### config.mk
export PLATFORM = sky130hd
export DESIGN_NAME = fng_front
export DESIGN_NICKNAME = d
export VERILOG_FILES = /design/src/hw/rtl/fng_pkg.sv /design/src/hw/rtl/fng_front.sv
export SDC_FILE = /design/constraint.sdc
export NUM_CORES = 1
export LEC_CHECK = 0
export BUFFER_PORTS_ARGS = -buffer_cell sky130_fd_sc_hd__buf_2
export CAP_MARGIN = 5
export CORE_AREA = 2 2 69 51
export DETAILED_ROUTE_END_ITERATION = 8
export DIE_AREA = 0 0 71 53
export HOLD_SLACK_MARGIN = 0.08
export PLACE_DENSITY = 0.65
export SLEW_MARGIN = 20
export SYNTH_ARGS = -nofsm -noshare
export SYNTH_HDL_FRONTEND = slang
export SYNTH_SLANG_ARGS = --single-unit
### constraint.sdc
create_clock -name clk -period 2.7 [get_ports clk]
set_input_delay 0 -clock clk [delete_from_list [all_inputs] [get_ports clk]]
set_output_delay 0 -clock clk [all_outputs]
set_load 0.02 [all_outputs]
### src/hw/rtl/fng_pkg.sv
// ----------------------------------------------------------------------------
// fng_pkg
// Shared types and constants of the feature gallery distance block.
// ----------------------------------------------------------------------------
package fng_pkg;

    // sizes of the stores
    localparam int MAX_TRACKS    = 32;
    localparam int GALLERY_DEPTH = 16;
    localparam int FEATURE_DIM   = 256;
    localparam int ELEMENT_WIDTH = 16;

    localparam int SLOT_W = 5;
    localparam int ROW_W  = $clog2(GALLERY_DEPTH);
    localparam int POS_W  = $clog2(FEATURE_DIM);
    localparam int IDX_W  = POS_W + 1;
    localparam int CNT_W  = ROW_W + 1;
    localparam int ADDR_W = SLOT_W + ROW_W + POS_W;

    // arithmetic widths
    localparam int ACC_W     = 2 * ELEMENT_WIDTH + POS_W;
    localparam int PROD_W    = 2 * ACC_W;
    localparam int ROOT_W    = ACC_W;
    localparam int REM_W     = ROOT_W + 2;
    localparam int QUO_BITS  = 25;
    localparam int DIST_W    = 48;
    localparam int ITER_W    = 6;
    localparam int BUDGET_W  = 5;

    localparam logic [DIST_W-1:0] ONE_Q24  = DIST_W'(1) << 24;
    localparam logic [DIST_W-1:0] DIST_MAX = {DIST_W{1'b1}};

    // item queue between front and back
    localparam int QUEUE_DEPTH = 4;
    localparam int QPTR_W      = $clog2(QUEUE_DEPTH);

    // configuration register indexes
    localparam logic REG_METRIC = 1'b0;
    localparam logic REG_BUDGET = 1'b1;

    typedef enum logic [1:0] {
        CMD_APPEND,
        CMD_QUERY,
        CMD_MARK,
        CMD_PRUNE
    } fng_cmd_t;

    // classified item handed from front to back
    typedef struct packed {
        fng_cmd_t                 cmd;
        logic [SLOT_W-1:0]        slot;
        logic                     slot_ok;
        logic [ELEMENT_WIDTH-1:0] elem;
        logic [POS_W-1:0]         pos;
        logic                     in_range;
        logic                     last;
        logic                     full;
        logic [IDX_W-1:0]         qlen;
    } fng_op_t;

    typedef enum logic [3:0] {
        B_IDLE,
        B_SCAN,
        B_EVAL,
        B_MUL,
        B_SQRT,
        B_QSET,
        B_DIV,
        B_QEND,
        B_NEXT,
        B_RESULT
    } fng_state_t;

endpackage

### src/hw/rtl/fng_front.sv
// ----------------------------------------------------------------------------
// fng_front
// Accepts items, tracks the shared element position and classifies each item.
// ----------------------------------------------------------------------------
module fng_front
(
    input  logic                               clk,
    input  logic                               rst_n,
    input  logic                               in_valid,
    output logic                               in_ready,
    input  logic [1:0]                         command,
    input  logic [fng_pkg::SLOT_W-1:0]         track_slot,
    input  logic signed [fng_pkg::ELEMENT_WIDTH-1:0] feature_element,
    input  logic                               last_element,
    output logic                               push_valid,
    input  logic                               push_ready,
    output fng_pkg::fng_op_t                   push_op
);

    logic [fng_pkg::IDX_W-1:0] elem_idx_reg;
    logic [fng_pkg::IDX_W-1:0] elem_idx_next;
    logic [fng_pkg::IDX_W-1:0] pos_inc;
    logic                      in_range;
    logic                      accept;
    fng_pkg::fng_cmd_t         cmd;

    assign in_ready   = push_ready;
    assign push_valid = in_valid;
    assign accept     = in_valid && push_ready;
    assign cmd        = fng_pkg::fng_cmd_t'(command);

    // element position classification
    assign in_range = elem_idx_reg < fng_pkg::IDX_W'(fng_pkg::FEATURE_DIM);
    assign pos_inc  = in_range ? elem_idx_reg + fng_pkg::IDX_W'(1) : elem_idx_reg;

    always_comb
    begin
        push_op.cmd      = cmd;
        push_op.slot     = track_slot;
        push_op.slot_ok  = {1'b0, track_slot} < (fng_pkg::SLOT_W + 1)'(fng_pkg::MAX_TRACKS);
        push_op.elem     = feature_element;
        push_op.pos      = elem_idx_reg[fng_pkg::POS_W-1:0];
        push_op.in_range = in_range;
        push_op.last     = last_element;
        push_op.full     = elem_idx_reg == fng_pkg::IDX_W'(fng_pkg::FEATURE_DIM - 1);
        push_op.qlen     = pos_inc;
    end

    // next position, shared by appends and queries
    always_comb
    begin
        elem_idx_next = elem_idx_reg;
        if (accept && (cmd == fng_pkg::CMD_APPEND || cmd == fng_pkg::CMD_QUERY))
        begin
            elem_idx_next = last_element ? '0 : pos_inc;
        end
    end

    always_ff @(posedge clk or negedge rst_n)
    begin
        if (!rst_n)
        begin
            elem_idx_reg <= '0;
        end
        else
        begin
            elem_idx_reg <= elem_idx_next;
        end
    end

endmodule

After elaboration in Yosys (flattened, before gate mapping). Cells that the tools add are included.

Word-level logic and storage cells: 11. Output and inout bits: 46. Input port bits: 28. Flip-flop bits (word level): 9.

Equality and inequality tests: 2. Multiplexer cells: 2. Add/subtract/negate cells: 1. Reductions and logical operators: 4. $lt $le $gt $ge: 1.

Operators with widths (number): $mux 9 (2); $add 9x1->9 const B (1); $eq 9x8->1 const B (1); $lt 9x9->1 const B (1); $eq 2x1->1 const B (1); $logic_and 1x1->1 (2); $logic_not 2->1 (1); $logic_or 1x1->1 (1).

Depth between registers and ports, before layout.
Depth after elaboration: 3. Mapped depth: 4. Depth with buffers taken out: 4.

Least setup slack after synthesis. Ideal clock, no wire load.

Path kind: reg-to-reg. Start point: reg elem_idx_reg[0] (netlist bit). End point: reg elem_idx_reg[2] (netlist bit). Clock period less this slack: 1.405 ns. Required time: 2.633 ns. Path buffers: 0. Arrival time: 1.338 ns. Setup time: 0.067 ns. Stages on the path, launching flop included: 5. Setup slack: 1.295 ns. Cells stage by stage: dfrtp_1 ha_1 nand2b_1 xnor2_1 a22o_1.

RTL lines: from (decl) (line fng_front.sv:20) `logic [fng_pkg::IDX_W-1:0] elem_idx_reg;`; from (signal assigned) (line fng_front.sv:67) `elem_idx_reg <= elem_idx_next;`.

==> summary.md <==
| Metric | Value |
|---|---|
| Area delta synth->final | 17.57% |
| Worst slew margin | 0.6019 |
| Post-CTS setup buffers | 0 |
| Post-synth ARST share | 1.000 |
| Row count | 17 |
| Main synth FF type | dfrtp_1 |
| Yosys reg bits | 9 |
| GRT overflow | 0 |
| Final worst path period share | 0.5864 |
| Number of flip-flops in the largest register | 9 |
| Largest net degree at the start of global routing | 16 |
| Initial antenna violation count | 0 |
| Via Count | 746 |
| Pwr/cell area | 524.2 nW/um^2 |
| Commonest non-fill, non-tap cell in the layout | buf_2 |
| Worst Setup Path Type | reg -> out |
| Initial core utilization | 0.2933 |
| Iter 0 DRT Violations | 32 |
| Average vias per placed instance | 4.752 |
| Clock Skew | 0.002061 ns |
| Final net count | 149 |
| Maximum clock frequency | 631.6 MHz |
| Setup TNS | 0 ns |
| Avg Inst Size Synth | 8.534 um^2 |
| Clk slew on worst S/H paths | 0.05 ns |
| Status | finished clean |
| Antenna fix cells | 0 |
| I/O pins | 74 |
| Die area | 3763 um^2 |
| # clock sinks | 9 |
| Hold buffers post-CTS | 23 |
| Post-route ant nets | 0 |
| CTS H-tree depth | 1 |
| Ranking of synthesized cells by area | buf_4 (30%), dfrtp_1 (25%), xnor2_1 (6.8%) |
| Die X | 71 um |
| First-pass GRT wire length | 3.036 mm |
| Worst-path fanout max | 5 |
| Register area share after synthesis | 0.2490 |
| Syn nets | 135 |
| Detailed Route WL | 2.075 mm |
| TritonCTS Buffers | 3 |
| Leak | 0.5121 nW |
| Port buffer count | 28 |
| CTS max path bufs | 2 |
| Most frequent cells in the layout | buf_2 (28), dlygate4sd3_1 (23), dfrtp_1 (9) |
| DRC Markers | 0 |
| Top cell type's share of synthesized area | 0.2988 |
| Worst-skew pair later-pin latency | 0.23 ns |
| CP Data Required Time | 2.70 ns |
| Routability cong. | 0.7353 |
| PostCTS Resize Cnt | 0 |
| Area of the core | 3084 um^2 |
| Final hold vios | 0 |
| YS warnings | 0 |
| Die height | 53 um |
| Worst VDD drop | 0.0002004 V |
| HPWL after DPL | 1.413 mm |
| Pre-antenna DRT Iters | 4 |
| Maxcap violations | 0 |
| Fin crit period | 1.583 ns |
| CP Launch Type | flip-flop |
| Post-synth EDFFs | 0 |
| CP endpoint kind | primary output |
| Cells after Synth | 106 |
| WP data arrival | 1.58 ns |
| Avg WL per Cell | 13.22 um |
| Final setup vio count | 0 |
| Share of cells above drive strength 1 | 0.2773 |
| RSZ-0062 raised after global routing | false |
| Netlist cell types | 33 |
| Pins Over Slew Limit | 0 |
| GRT Total Usage | 0.1036 |
| CTS Root Cell | clkbuf_8 |
| PnR worst setup slack | 1.117 ns |
| Placement Setup Slack | 1.166 ns |
| Synthesized area | 904.6 um^2 |
| Vias in the first global route | 681 |
| Worst slew pin tran | 0.5953 ns |
| CTS tree | built |
| Post-synth top area cell | buf_4 |
| Worst min-delay path category | in -> reg |
==> per-stage QoR <==
step           total power, mW  instances  hold slack (ns)  cell area (um^2)    util
2_1_floorplan           0.3707        106          -0.2956             904.6       -
3_3_place_gp            0.3469        130          -0.1374             788.3  0.2556
3_5_place_dp            0.3530        130          -0.1247             788.3  0.2556
4_1_cts                 0.5640        157           0.1461              1064  0.3448
5_1_grt                 0.5902        157           0.1760              1064  0.3448
6_report                0.5575        157           0.1412              1064  0.3448
==> final cells by class <==
type,instances,area [um^2]
well taps,38,47.55
repair buffers,51,370.4
inverters,5,18.77
flip-flops and latches,9,225.2
clock buffers,4,45.04
multi-input cells,50,356.6
fillers,317,2021
==> routing by layer <==
metal / up-vias / share of wire / global-route usage
li1: 345 / - / -
met1: 350 / 0.43 / 0.1234
met2: 49 / 0.49 / 0.1885
met3: 2 / 0.081 / 0.03619
met4: 0 / 0.0029 / 0.009434
met5: - / 0 / 0
==> final timing paths <==
check | from | endpoint | slack [ns] | cells past startpoint
worst max-delay path | elem_idx_reg[0] | push_op[4] | 1.12 | 4
worst min-delay path | last_element | elem_idx_reg[8] | 0.14 | 2
worst max register to register | elem_idx_reg[0] | elem_idx_reg[6] | 1.19 | 4
worst min register to register | elem_idx_reg[7] | elem_idx_reg[7] | 0.59 | 2
max in group asynchronous | rst_n | elem_idx_reg[5] | 2.36 | 2
min in group asynchronous | rst_n | elem_idx_reg[3] | 0.15 | 2
==> worst max-delay path: stages (launching register included) <==
cell and delay (ns):
dfrtp_1 0.46, ha_1 0.26, nand4b_1 0.22, xnor2_1 0.22, buf_2 0.19
==> where the power goes <==
part	switching [mW]	internal (mW)
Sequential	0.0295	0.151
Clock	0.0539	0.103
Combinational	0.135	0.0852
==> cells by family (layout without fill, tap and decap cells) <==
family                     Yosys count  count (layout)  share of synthesized area
adders and majority gates            1               1                    0.01383
xor gates and xnor gates             7               7                    0.06777
and+or+nand+nor                     28              28                     0.1964
AOI/OAI and AO/OA                   12              12                    0.09959
other                                1               1                   0.004145
muxes                                1               1                    0.01245
buffers and inverters               47              60                     0.3568
DFF                                  9               9                     0.2490
==> synthesized netlist by cell type, types with 2 or more instances <==
cell type / n
buf_4: 36
dfrtp_1: 9
xnor2_1: 7
nand2_1: 6
inv_1: 5
nor2_1: 4
nand2b_1: 3
o21ai_0: 3
or4_1: 3
buf_2: 2
clkbuf_1: 2
nand3_1: 2
nand3b_1: 2
nor2b_1: 2
o311ai_1: 2
Power figures use the tool's default switching activity.
