==> config.mk <==
export PLATFORM = sky130hd
export DESIGN_NAME = fng_queue
export DESIGN_NICKNAME = d
export VERILOG_FILES = /design/src/hw/rtl/fng_pkg.sv /design/src/hw/rtl/fng_queue.sv
export SDC_FILE = /design/constraint.sdc
export NUM_CORES = 1
export LEC_CHECK = 0
export BUFFER_PORTS_ARGS = -buffer_cell sky130_fd_sc_hd__clkbuf_2
export CAP_MARGIN = 10
export CORE_MARGIN = 5
export CORE_UTILIZATION = 42
export DETAILED_ROUTE_END_ITERATION = 10
export PLACE_DENSITY = 0.66
export SETUP_SLACK_MARGIN = 0.3
export SLEW_MARGIN = 20
export SYNTH_ARGS = -nofsm -noshare
export SYNTH_HDL_FRONTEND = slang
export SYNTH_SLANG_ARGS = --single-unit
==> constraint.sdc <==
create_clock -name clk -period 5.2 [get_ports clk]
set_clock_uncertainty 0.15 [all_clocks]
set_input_delay 0.78 -clock clk [delete_from_list [all_inputs] [get_ports clk]]
set_output_delay 0.78 -clock clk [all_outputs]
set_load 0.005 [all_outputs]
==> src/hw/rtl/fng_pkg.sv <==
// ----------------------------------------------------------------------------
// fng_pkg
// Shared types and constants of the feature gallery distance block.
// ----------------------------------------------------------------------------
package fng_pkg;

    // sizes of the stores
    localparam int MAX_TRACKS    = 32;
    localparam int GALLERY_DEPTH = 16;
    localparam int FEATURE_DIM   = 256;
    localparam int ELEMENT_WIDTH = 16;

    localparam int SLOT_W = 5;
    localparam int ROW_W  = $clog2(GALLERY_DEPTH);
    localparam int POS_W  = $clog2(FEATURE_DIM);
    localparam int IDX_W  = POS_W + 1;
    localparam int CNT_W  = ROW_W + 1;
    localparam int ADDR_W = SLOT_W + ROW_W + POS_W;

    // arithmetic widths
    localparam int ACC_W     = 2 * ELEMENT_WIDTH + POS_W;
    localparam int PROD_W    = 2 * ACC_W;
    localparam int ROOT_W    = ACC_W;
    localparam int REM_W     = ROOT_W + 2;
    localparam int QUO_BITS  = 25;
    localparam int DIST_W    = 48;
    localparam int ITER_W    = 6;
    localparam int BUDGET_W  = 5;

    localparam logic [DIST_W-1:0] ONE_Q24  = DIST_W'(1) << 24;
    localparam logic [DIST_W-1:0] DIST_MAX = {DIST_W{1'b1}};

    // item queue between front and back
    localparam int QUEUE_DEPTH = 4;
    localparam int QPTR_W      = $clog2(QUEUE_DEPTH);

    // configuration register indexes
    localparam logic REG_METRIC = 1'b0;
    localparam logic REG_BUDGET = 1'b1;

    typedef enum logic [1:0] {
        CMD_APPEND,
        CMD_QUERY,
        CMD_MARK,
        CMD_PRUNE
    } fng_cmd_t;

    // classified item handed from front to back
    typedef struct packed {
        fng_cmd_t                 cmd;
        logic [SLOT_W-1:0]        slot;
        logic                     slot_ok;
        logic [ELEMENT_WIDTH-1:0] elem;
        logic [POS_W-1:0]         pos;
        logic                     in_range;
        logic                     last;
        logic                     full;
        logic [IDX_W-1:0]         qlen;
    } fng_op_t;

    typedef enum logic [3:0] {
        B_IDLE,
        B_SCAN,
        B_EVAL,
        B_MUL,
        B_SQRT,
        B_QSET,
        B_DIV,
        B_QEND,
        B_NEXT,
        B_RESULT
    } fng_state_t;

endpackage

==> src/hw/rtl/fng_queue.sv <==
// ----------------------------------------------------------------------------
// fng_queue
// Short item queue between the front and the back.
// ----------------------------------------------------------------------------
module fng_queue
(
    input  logic             clk,
    input  logic             rst_n,
    input  logic             push_valid,
    output logic             push_ready,
    input  fng_pkg::fng_op_t push_op,
    output logic             pop_valid,
    input  logic             pop_ready,
    output fng_pkg::fng_op_t pop_op
);

    fng_pkg::fng_op_t              slot_q [fng_pkg::QUEUE_DEPTH];
    logic [fng_pkg::QPTR_W-1:0]    wr_ptr_reg;
    logic [fng_pkg::QPTR_W-1:0]    rd_ptr_reg;
    logic [fng_pkg::QPTR_W:0]      count_reg;
    logic                          do_push;
    logic                          do_pop;

    assign push_ready = count_reg != (fng_pkg::QPTR_W + 1)'(fng_pkg::QUEUE_DEPTH);
    assign pop_valid  = count_reg != '0;
    assign do_push    = push_valid && push_ready;
    assign do_pop     = pop_valid && pop_ready;
    assign pop_op     = slot_q[rd_ptr_reg];

    // storage
    always_ff @(posedge clk)
    begin
        if (do_push)
        begin
            slot_q[wr_ptr_reg] <= push_op;
        end
    end

    // pointers and fill count
    always_ff @(posedge clk or negedge rst_n)
    begin
        if (!rst_n)
        begin
            wr_ptr_reg <= '0;
            rd_ptr_reg <= '0;
            count_reg  <= '0;
        end
        else
        begin
            if (do_push)
            begin
                wr_ptr_reg <= wr_ptr_reg + fng_pkg::QPTR_W'(1);
            end
            if (do_pop)
            begin
                rd_ptr_reg <= rd_ptr_reg + fng_pkg::QPTR_W'(1);
            end
            if (do_push && !do_pop)
            begin
                count_reg <= count_reg + (fng_pkg::QPTR_W + 1)'(1);
            end
            else if (do_pop && !do_push)
            begin
                count_reg <= count_reg - (fng_pkg::QPTR_W + 1)'(1);
            end
        end
    end

endmodule

# ---- Word level (Yosys, flattened, before mapping)
# Memories as Yosys holds them, arrays and structs flattened.
# Index checks and enable logic that the tools add are counted.
dict set report totals {
  n_memories 1
  wordCells 21
  in_bits 48
  reg_bits 7
  ram_bits 176
}
# name depth word_bits read_ports rd_clocked_by_memory_dff wr line_no
set mem_list {}
lappend mem_list {slot_q 4 44 1 0 1 fng_queue.sv:17} ;# fng_pkg::fng_op_t slot_q [fng_pkg::QUEUE_DEPTH];
dict set report op_classes {
  addsub 4
  n_eq_ne 1
  n_reduce_logical 8
  muxes 4
}
# operator n
set op_table {}
lappend op_table {{3-bit 2-to-1 mux} 2}
lappend op_table {{2-bit by 1-bit adder with 2-bit output, second input constant} 2}
lappend op_table {{1-bit logical AND} 4}
lappend op_table {{3-bit by 1-bit adder with 3-bit output, second input constant} 1}
lappend op_table {{3-bit inequality test, second input constant} 1}
lappend op_table {{3-bit nonzero test} 1}
lappend op_table {{3-bit by 1-bit subtractor with 3-bit output, second input constant} 1}
lappend op_table {{1-bit logical NOT} 2}
lappend op_table {{1-bit 2-to-1 mux} 2}
lappend op_table {{2-bit nonzero test} 1}

# ---- Logic depth before layout (Yosys ltp)
# Gate-level depths: netlist of run 1.
dict set report logic_depth {
  word_depth 6
  ltp_mapped 8
  ltp_nobuf 8
}

# ---- Worst setup path before layout of run 1
# No wires, ideal clock.
dict set report synth_path {
  path_kind {input to register}
  startpoint {input port push_valid}
  endpoint {memory slot_q[0][0] (netlist bit) (enable)}
  path_buffers 0
  arrival_time_ns 2.142
  path_slack_ns 2.502
  setup_time_ns 0.406
  path_stages 2
  required_ns 4.644
  path_cell_list {a21boi_2 > and2_1}
}
dict set report synth_between {
  elab_chain_len 3
}
# element line_no
set synth_lines {}
lappend synth_lines {{from (decl)} fng_queue.sv:9} ;# input logic push_valid,
lappend synth_lines {{1-bit logical AND} fng_queue.sv:26} ;# assign do_push = push_valid && push_ready;
lappend synth_lines {{1-bit 2-to-1 mux} fng_queue.sv:33} ;# if (do_push)
lappend synth_lines {{1-bit 2-to-1 mux (not written as such)} fng_queue.sv:35} ;# slot_q[wr_ptr_reg] <= push_op;
lappend synth_lines {{to (decl)} fng_queue.sv:17}
# No other way between the ends.

==> results.json, run 1 <==
{
  "synth_cell_types": 19,
  "cts.clk_slew.worst_paths_ns": 0.06,
  "slew_viol_final": 0,
  "synth_top_cell_area_share_pct": 77.5,
  "worstPathCellList": "mux4_1 -> clkbuf_2",
  "core_area_sq_um": 15900,
  "cts_tree": "yes",
  "clock-sinks": 183,
  "synth_cells": 265,
  "nNetsFinal": 425,
  "insertion_delay_ns": 0.42,
  "p_comb_share_pct": 22.5,
  "dieWidth_microns": 137,
  "layout_commonest_cell": "edfxtp_1",
  "cts_setup_buffers": 0,
  "grt_max_degree": 47,
  "wirelength_microns": 11700,
  "dr_total_vias": 2986,
  "cts_max_level": 4,
  "postCtsHoldBufs": 0,
  "arrival_ns": 2.29,
  "dp_hpwl_microns": 6880,
  "yosys_warnings": 0,
  "cp_max_fo": 46,
  "synth.largest_area_cell": "edfxtp_1",
  "fin_area_sq_um": 8110,
  "drive_above_1_share_pct": 45.6,
  "cts_buffers": 17,
  "antenna-diode-count": 0,
  "initial_utilization_pct": 42.9,
  "min_path_type": "in -> async",
  "ioPinCount": 94,
  "synth_nets": 319,
  "antenna_found_initial": 1,
  "grt_pass1_wl_microns": 17900,
  "die_y_microns": 137,
  "largest_reg_flops": 176,
  "rsz0062_at_grt": "no",
  "peakVddDrop_uv": 313,
  "dieArea_sq_um": 18900,
  "worstMarginPinSlew_ns": 0.929,
  "final_cell_mix": "176 x edfxtp_1, 93 x clkbuf_2, 38 x mux4_2, 17 x clkbuf_16, 6 x mux4_1",
  "seq_power_share_pct": 48.2,
  "syn_avg_cell_area_sq_um": 25.7,
  "overflow": 0,
  "fin_tns_setup_ns": 0,
  "setup_viol": 0,
  "layout_min_cycle_time_ns": 3.22,
  "ant_nets": 0,
  "rows": 46,
  "via_per_inst": 4.98,
  "drc": 0,
  "period_share_pct": 61.9,
  "cts_buffer_depth": 2,
  "gp_congestion": 0.663,
  "cap_violations": 0,
  "p_leak_nw": 2.82,
  "dr.pass1.iters": 4,
  "powerDensity_nw_per_um2": 565,
  "p_switching_w": 0.00124,
  "fmax_mhz": 311,
  "worst-setup-path-type": "reg -> out",
  "p_int_w": 0.00335,
  "synth.cell_area_sq_um": 6820,
  "cp-end-kind": "output pin",
  "synthTopCellsByArea": "edfxtp_1 77%, mux4_2 13%, dfrtp_1 2.6%",
  "dpl_cell_area_sq_um": 7480,
  "yosysSeqAreaShare_pct": 80.0,
  "power_w": 0.00458,
  "track_usage_pct": 13.3,
  "hold_violations": 0,
  "start_kind": "flop",
  "max_stage_delay_ns": 1.04,
  "cts_root_buffer": "clkbuf_16",
  "numPortBuffers": 93,
  "ys_ff_latch": 183,
  "clkPwrFrac_pct": 29.3,
  "crit_path_top_delay_cell": "dfrtp_4",
  "first_iter_violations": 184,
  "routedWlPerCell_microns": 19.4,
  "required_ns": 4.27,
  "status": "finished clean",
  "grt_pass1_vias": 3325,
  "slew_headroom_pct": 38.1,
  "cts-resized-gates": 0,
  "area_growth_pct": 18.9,
  "switching_share_pct": 27.0,
  "fillers": 1292
}
-- worst paths after layout --
kind	start	to	slack (ns)	depth (start not counted)
max	rd_ptr_reg[0]$_DFFE_PN0P_	pop_op[43]	1.98	2
min	rst_n	rd_ptr_reg[0]$_DFFE_PN0P_	0.04	1
max reg2reg	count_reg[0]$_DFFE_PN0P_	slot_q[1][10]$_DFFE_PP_	2.77	4
min reg2reg	count_reg[2]$_DFFE_PN0P_	count_reg[2]$_DFFE_PN0P_	0.37	1
max in group asynchronous	rst_n	rd_ptr_reg[1]$_DFFE_PN0P_	4.67	1
min in group clk	count_reg[2]$_DFFE_PN0P_	count_reg[2]$_DFFE_PN0P_	0.37	1
-- critical path, delay by kind of cell (launching register included) --
kind	cells	cell delay, ns
flops	1	1.04
mux	1	0.68
buf+inv	1	0.13
-- per-layer routing --
metal  vias to the layer above  share of wire (%)  track usage, %
li1                       1346                  -               -
met1                      1544                 40            15.7
met2                        77                 53            22.2
met3                        17                6.1            5.04
met4                         2                1.3            5.32
met5                         -               0.11               0
-- power groups by stage --
stage	sequential [W]	clock, W	combinational (W)
floorplan	0.00204	0	0.000855
finish	0.00221	0.00134	0.00103
global placement	0.00224	0	0.00105
CTS	0.00223	0.00137	0.00107
detailed placement	0.00226	0	0.00106
global route	0.00226	0.00144	0.00113
-- logic make-up after synthesis --
kind of cell,count (synthesis),synth area share [%]
compound gates,1,0.165
xor+xnor,6,0.770
fa+ha+maj,6,1.21
buf+inv,13,1.87
flops,183,80.0
mux,46,15.2
simple gates,10,0.752
-- layout make-up --
type	instances	area [sq um]	share of cell area, %
inverter	3	11.3	0.139
timing repair buffer	97	495	6.11
clock inverter	14	195	2.41
multi-input combinational	69	1240	15.3
tap	216	270	3.33
sequential	183	5470	67.4
clock buffer	18	429	5.29
-- cells in the mapped netlist --
library cell	n
a21boi_2	1
and2_1	4
buf_12	4
buf_2	5
buf_6	1
dfrtp_1	7
edfxtp_1	176
fa_1	1
ha_1	5
inv_1	3
mux2_2	2
mux4_1	6
mux4_2	38
nand2_1	2
nand3_1	1
nor2_1	2
or3_1	1
xnor2_1	4
xor2_1	2
-- through the flow --
| step | setup slack (ns) | hold WS (ns) | util [%] | cells |
|---|---|---|---|---|
| 2_1_floorplan | 2.50 | 0.334 | - | 265 |
| 3_3_place_gp | 2.37 | 0.360 | 47.1 | 568 |
| 3_5_place_dp | 2.36 | 0.367 | 47.1 | 568 |
| 4_1_cts | 1.88 | 0.0150 | 51.0 | 600 |
| 5_1_grt | 1.80 | 0.0225 | 51.0 | 600 |
| 6_report | 1.98 | 0.0370 | 51.0 | 600 |
Power figures use the tool's default switching activity.
==> inputs of run 2 (changes only) <==
- PLACE_DENSITY: 0.66 -> 0.69
- clock period: 5.2 -> 2.7 ns (I/O delays scaled with it)
==> run 2 against run 1 <==
  * Clock power up 82%
  * Critical endpoint is now pop_op[38]
  * Sequential power up 79%
  * Worst setup slack worse by 1.7 ns
  * Largest cell class unchanged
  * Final cell count up 1.5%
  * Core utilization up 1.1 points
  * Sequential share of layout area down 1.5 points
  * First-iteration DRC count up 2.7%
  * Register-to-register slack worse by 2.3 ns
  * Count of clock-buffer cells in the layout unchanged
  * Combinational power up 150%
  * Critical path depth up 1
==> results.json, run 2 (same netlist as run 1, synthesis figures left out) <==
{
  "cts_buffers": 17,
  "period_share_pct": 87.8,
  "layout_commonest_cell": "edfxtp_1",
  "clock-sinks": 183,
  "reg2reg_from": "count_reg[0]$_DFFE_PN0P_",
  "dr.pass1.iters": 4,
  "core_area_sq_um": 15900,
  "via_per_inst": 5.01,
  "largest_reg_flops": 176,
  "antenna-diode-count": 0,
  "rsz0062_at_grt": "yes",
  "powerDensity_nw_per_um2": 1080,
  "min_path_type": "in -> reg",
  "fillers": 1254,
  "initial_utilization_pct": 42.9,
  "cp-end-kind": "output pin",
  "arrival_ns": 1.82,
  "grt_pass1_wl_microns": 18400,
  "cts.clk_slew.worst_paths_ns": 0.06,
  "drc": 0,
  "p_leak_nw": 2.88,
  "ioPinCount": 94,
  "dieArea_sq_um": 18900,
  "rows": 46,
  "r2r_cells": 8,
  "peakVddDrop_uv": 496,
  "grt_max_degree": 27,
  "dr_total_vias": 3053,
  "insertion_delay_ns": 0.42,
  "dp_hpwl_microns": 7520,
  "cts_max_level": 4,
  "worstMarginPinSlew_ns": 0.448,
  "numPortBuffers": 93,
  "track_usage_pct": 13.4,
  "hold_violations": 0,
  "start_kind": "flop",
  "slew_viol_final": 0,
  "routedWlPerCell_microns": 19.4,
  "fmax_mhz": 422,
  "required_ns": 2.14,
  "setup_viol": 0,
  "dieWidth_microns": 137,
  "r2r_end": "count_reg[2]$_DFFE_PN0P_",
  "holdPathStages": 1,
  "grt_pass1_vias": 3344,
  "cp_max_fo": 22,
  "ff2ff_setup_slack_ns": 0.43,
  "final_cell_mix": "176 x edfxtp_1, 93 x clkbuf_2, 38 x mux4_2, 17 x clkbuf_16, 10 x buf_12",
  "cts_buffer_depth": 2,
  "min_from": "push_op[28]",
  "ant_nets": 0,
  "gp_congestion": 0.683,
  "cap_violations": 0,
  "power_w": 0.00895,
  "slew_headroom_pct": 70.1,
  "nNetsFinal": 435,
  "die_y_microns": 137,
  "cts_root_buffer": "clkbuf_16",
  "worst-setup-path-type": "reg -> out",
  "holdPathEnd": "slot_q[3][28]$_DFFE_PP_",
  "area_growth_pct": 21.5,
  "status": "finished clean",
  "first_iter_violations": 189,
  "antenna_found_initial": 1,
  "layout_min_cycle_time_ns": 2.37,
  "drive_above_1_share_pct": 46.6,
  "cts_tree": "yes",
  "wirelength_microns": 11800,
  "fin_tns_setup_ns": 0,
  "overflow": 0
}
-- run 2: cell count changes in the layout (fill, tap and decap cells not counted) --
cell	change
buf_12	+10
dfrtp_4	-1
bufinv_16	-1
dlygate4sd3_1	+1
inv_6	-3
dfrtp_2	+1
clkinvlp_4	+4
clkinv_2	+1
buf_4	-2
clkinv_4	-2
buf_16	+1
-- run 2: timing repair --
item                                    CTS  global route
endpoints found under the setup margin   37            21
buffers inserted                          1             0
endpoints found under the hold margin     7             0
resized for setup                         0             1
hold buffers                              1             0
-- run 2: critical path, stage by stage (launching register included) --
cell and delay [ns]:
dfrtp_4 0.47, buf_16 0.21, mux4_2 0.56, clkbuf_2 0.13
-- run 2: worst max-delay path by stage --
stage                               from  slack, ns                        to
2_1_floorplan   count_reg[0]$_DFFE_PN0P_       0.31    slot_q[0][0]$_DFFE_PP_
3_3_place_gp    count_reg[1]$_DFFE_PN0P_       0.51  count_reg[2]$_DFFE_PN0P_
6_report       rd_ptr_reg[0]$_DFFE_PN0P_       0.33                pop_op[38]
4_1_cts        rd_ptr_reg[0]$_DFFE_PN0P_       0.29                pop_op[16]
5_1_grt        rd_ptr_reg[0]$_DFFE_PN0P_       0.26                pop_op[38]
3_5_place_dp    count_reg[0]$_DFFE_PN0P_       0.43  count_reg[2]$_DFFE_PN0P_
-- run 2: layout make-up --
type	instances	area (sq um)	share of cell area [%]
tap	216	270	3.26
multi-input combinational	69	1240	14.9
inverter	3	11.3	0.136
sequential	183	5470	65.9
clock inverter	13	156	1.89
timing repair buffer	107	718	8.66
clock buffer	18	429	5.18
-- run 2: report_power, final --
part           switching [W]  leakage, nW  internal [W]  total, W
registers           0.000192         1.69       0.00376   0.00395
logic                0.00122        0.917       0.00134   0.00256
clock network       0.000992        0.274       0.00144   0.00244
-- run 2: metrics by stage --
step	cell area (sq um)	std cells	setup slack, ns	util [%]	hold slack, ns
2_1_floorplan	6820	265	0.311	-	-0.0406
3_3_place_gp	7680	576	0.510	48.3	0.0951
3_5_place_dp	7680	576	0.425	48.3	0.104
4_1_cts	8280	609	0.288	52.1	0.0247
5_1_grt	8290	609	0.258	52.2	0.0282
6_report	8290	609	0.330	52.2	0.0489
-- run 2: metal layers --
layer  vias up  GRT usage, %  part of all wire, %
met5         -             0                 0.12
met2        86          21.5                   50
met3        19          5.08                  7.0
met1      1585          16.9                   42
met4         2          4.16                  1.2
li1       1361             -                    -
==> inputs of run 3 (changes only) <==
- GPL_TIMING_DRIVEN: unset -> 0
- PLACE_DENSITY: 0.69 -> 0.66
- clock period: 2.7 -> 2.5 ns (I/O delays scaled with it)
==> run 3 against run 2 <==
  * Sequential cell count did not move
  * Final area increased by 2.2%
  * Die area did not move
  * Critical endpoint is now pop_op[16]
  * Sequential power grew 6.6%
  * Total power rose by 11%
  * Hold slack lost 0.029 ns
  * Count of clock-buffer cells in the layout grew 6
  * Combinational power is 19% higher
  * First-iteration DRC count down 11%
  * Via count grew 2.6%
  * Sequential share of layout area down 1.5 points
  * Final cell count rose by 4.4%
  * Critical path type unchanged
==> results.json, run 3 (same netlist as run 1, synthesis figures left out) <==
{
  "cap_violations": 0,
  "die_y_microns": 137,
  "p_switching_w": 0.00266,
  "min_from": "push_op[11]",
  "cts_max_level": 4,
  "final_cell_mix": "176 x edfxtp_1, 93 x clkbuf_2, 43 x mux4_2, 18 x dlygate4sd3_1, 17 x clkbuf_16",
  "cts_root_buffer": "clkbuf_16",
  "dp_cells": 574,
  "worstPathCellList": "buf_12 -> buf_12 -> mux4_2 -> clkbuf_2",
  "layout_min_cycle_time_ns": 2.29,
  "nNetsFinal": 461,
  "core_area_sq_um": 15900,
  "switching_share_pct": 26.8,
  "fmax_mhz": 436,
  "powerDensity_nw_per_um2": 1170,
  "reg2reg_from": "count_reg[1]$_DFFE_PN0P_",
  "insertion_delay_ns": 0.42,
  "antenna-diode-count": 0,
  "wirelength_microns": 12100,
  "overflow": 0,
  "critical_path.top_delay_family": "multiplexers",
  "worst-setup-path-type": "reg -> out",
  "clkPwrFrac_pct": 27.0,
  "ant_nets": 0,
  "p_int_w": 0.00726,
  "layout_commonest_cell": "edfxtp_1",
  "area_growth_pct": 24.2,
  "cp-end-kind": "output pin",
  "drc": 0,
  "rsz0062_at_grt": "yes",
  "worstSetupStartpoint": "rd_ptr_reg[0]$_DFFE_PN0P_",
  "required_ns": 1.98,
  "numPortBuffers": 93,
  "grt_max_degree": 45,
  "period_share_pct": 91.8,
  "grt_pass1_wl_microns": 18700,
  "drive_above_1_share_pct": 46.4,
  "dieArea_sq_um": 18900,
  "routedWlPerCell_microns": 19.0,
  "hold_ws_ns": 0.0202,
  "first_iter_violations": 169,
  "ioPinCount": 94,
  "dr_total_vias": 3133,
  "setup_viol": 0,
  "fin_tns_setup_ns": 0,
  "via_per_inst": 4.93,
  "seq_power_share_pct": 42.4,
  "peakVddDrop_uv": 682,
  "arrival_ns": 1.77,
  "dp_hpwl_microns": 6940,
  "slew_viol_final": 0,
  "cts_buffers": 17,
  "dieWidth_microns": 137,
  "max_stage_delay_ns": 0.52,
  "cts_tree": "yes",
  "cts_buffer_depth": 2,
  "cts.clk_slew.worst_paths_ns": 0.06,
  "antenna_found_initial": 0,
  "clock-sinks": 183,
  "min_path_type": "in -> reg",
  "rows": 46,
  "dr.pass1.iters": 4,
  "p_comb_share_pct": 30.6,
  "hold_violations": 0,
  "track_usage_pct": 13.7,
  "status": "finished clean",
  "cp_common_cell": "buf_12",
  "crit_path_top_delay_cell": "mux4_2",
  "slew_headroom_pct": 52.8,
  "crit_buf_inv": 3,
  "cp_max_fo": 10,
  "largest_reg_flops": 176,
  "grt_pass1_vias": 3458,
  "initial_utilization_pct": 42.9,
  "start_kind": "flop",
  "p_leak_nw": 2.97,
  "gp_congestion": 0.701,
  "worstMarginPinSlew_ns": 0.708,
  "stdcell_count": 636
}
[run 3: stage by stage]
stage / instance area (sq um) / power (W) / worst slack (ns) / utilization [%]
floorplan: 6830 / 0.00602 / 0.354 / -
global placement: 7560 / 0.00704 / 0.0379 / 47.6
detailed placement: 7570 / 0.00711 / 0.231 / 47.6
CTS: 8340 / 0.00999 / 0.157 / 52.5
global route: 8480 / 0.0104 / 0.119 / 53.4
finish: 8480 / 0.00992 / 0.206 / 53.4
[run 3: layout make-up]
class                      instances  area [sq um]
fill                            1284          7410
sequential                       183          5460
multi-input combinational         69          1250
timing repair buffer             123           752
clock buffer                      24           462
tap                              216           270
buffer                            10           141
clock inverter                     8           126
inverter                           3          11.3
[run 3: repair_timing]
action	CTS	global route
endpoints found under the setup margin	46	45
gates resized for setup	15	5
gates cloned	0	0
hold buffers	10	8
setup buffers	8	4
pin swaps	3	3
hold endpoints to repair	39	25
[run 3: path summary, 6_finish.rpt]
kind,endpoint,slack [ns],cells past startpoint
max in group asynchronous,rd_ptr_reg[0]$_DFFE_PN0P_,1.86,2
max reg2reg,slot_q[1][5]$_DFFE_PP_,0.37,5
min reg2reg,wr_ptr_reg[1]$_DFFE_PN0P_,0.43,1
min,slot_q[0][11]$_DFFE_PP_,0.02,1
min in group asynchronous,count_reg[2]$_DFFE_PN0P_,0.17,2
max,pop_op[16],0.21,4
[run 3: per-layer routing]
layer	wire length [microns]	track usage, %
met5	0	0
met4	116	3.66
met3	738	5.59
met2	6170	22.5
met1	5070	16.9
[run 3: power groups by stage]
stage / logic (W) / clock network, W / registers [W]
final: 0.00304 / 0.00268 / 0.00421
after global routing: 0.00332 / 0.00287 / 0.00426
after CTS: 0.00305 / 0.00272 / 0.00422
after detailed placement: 0.00282 / 0 / 0.00429
after global placement: 0.00278 / 0 / 0.00426
after floorplan: 0.00178 / 0 / 0.00423
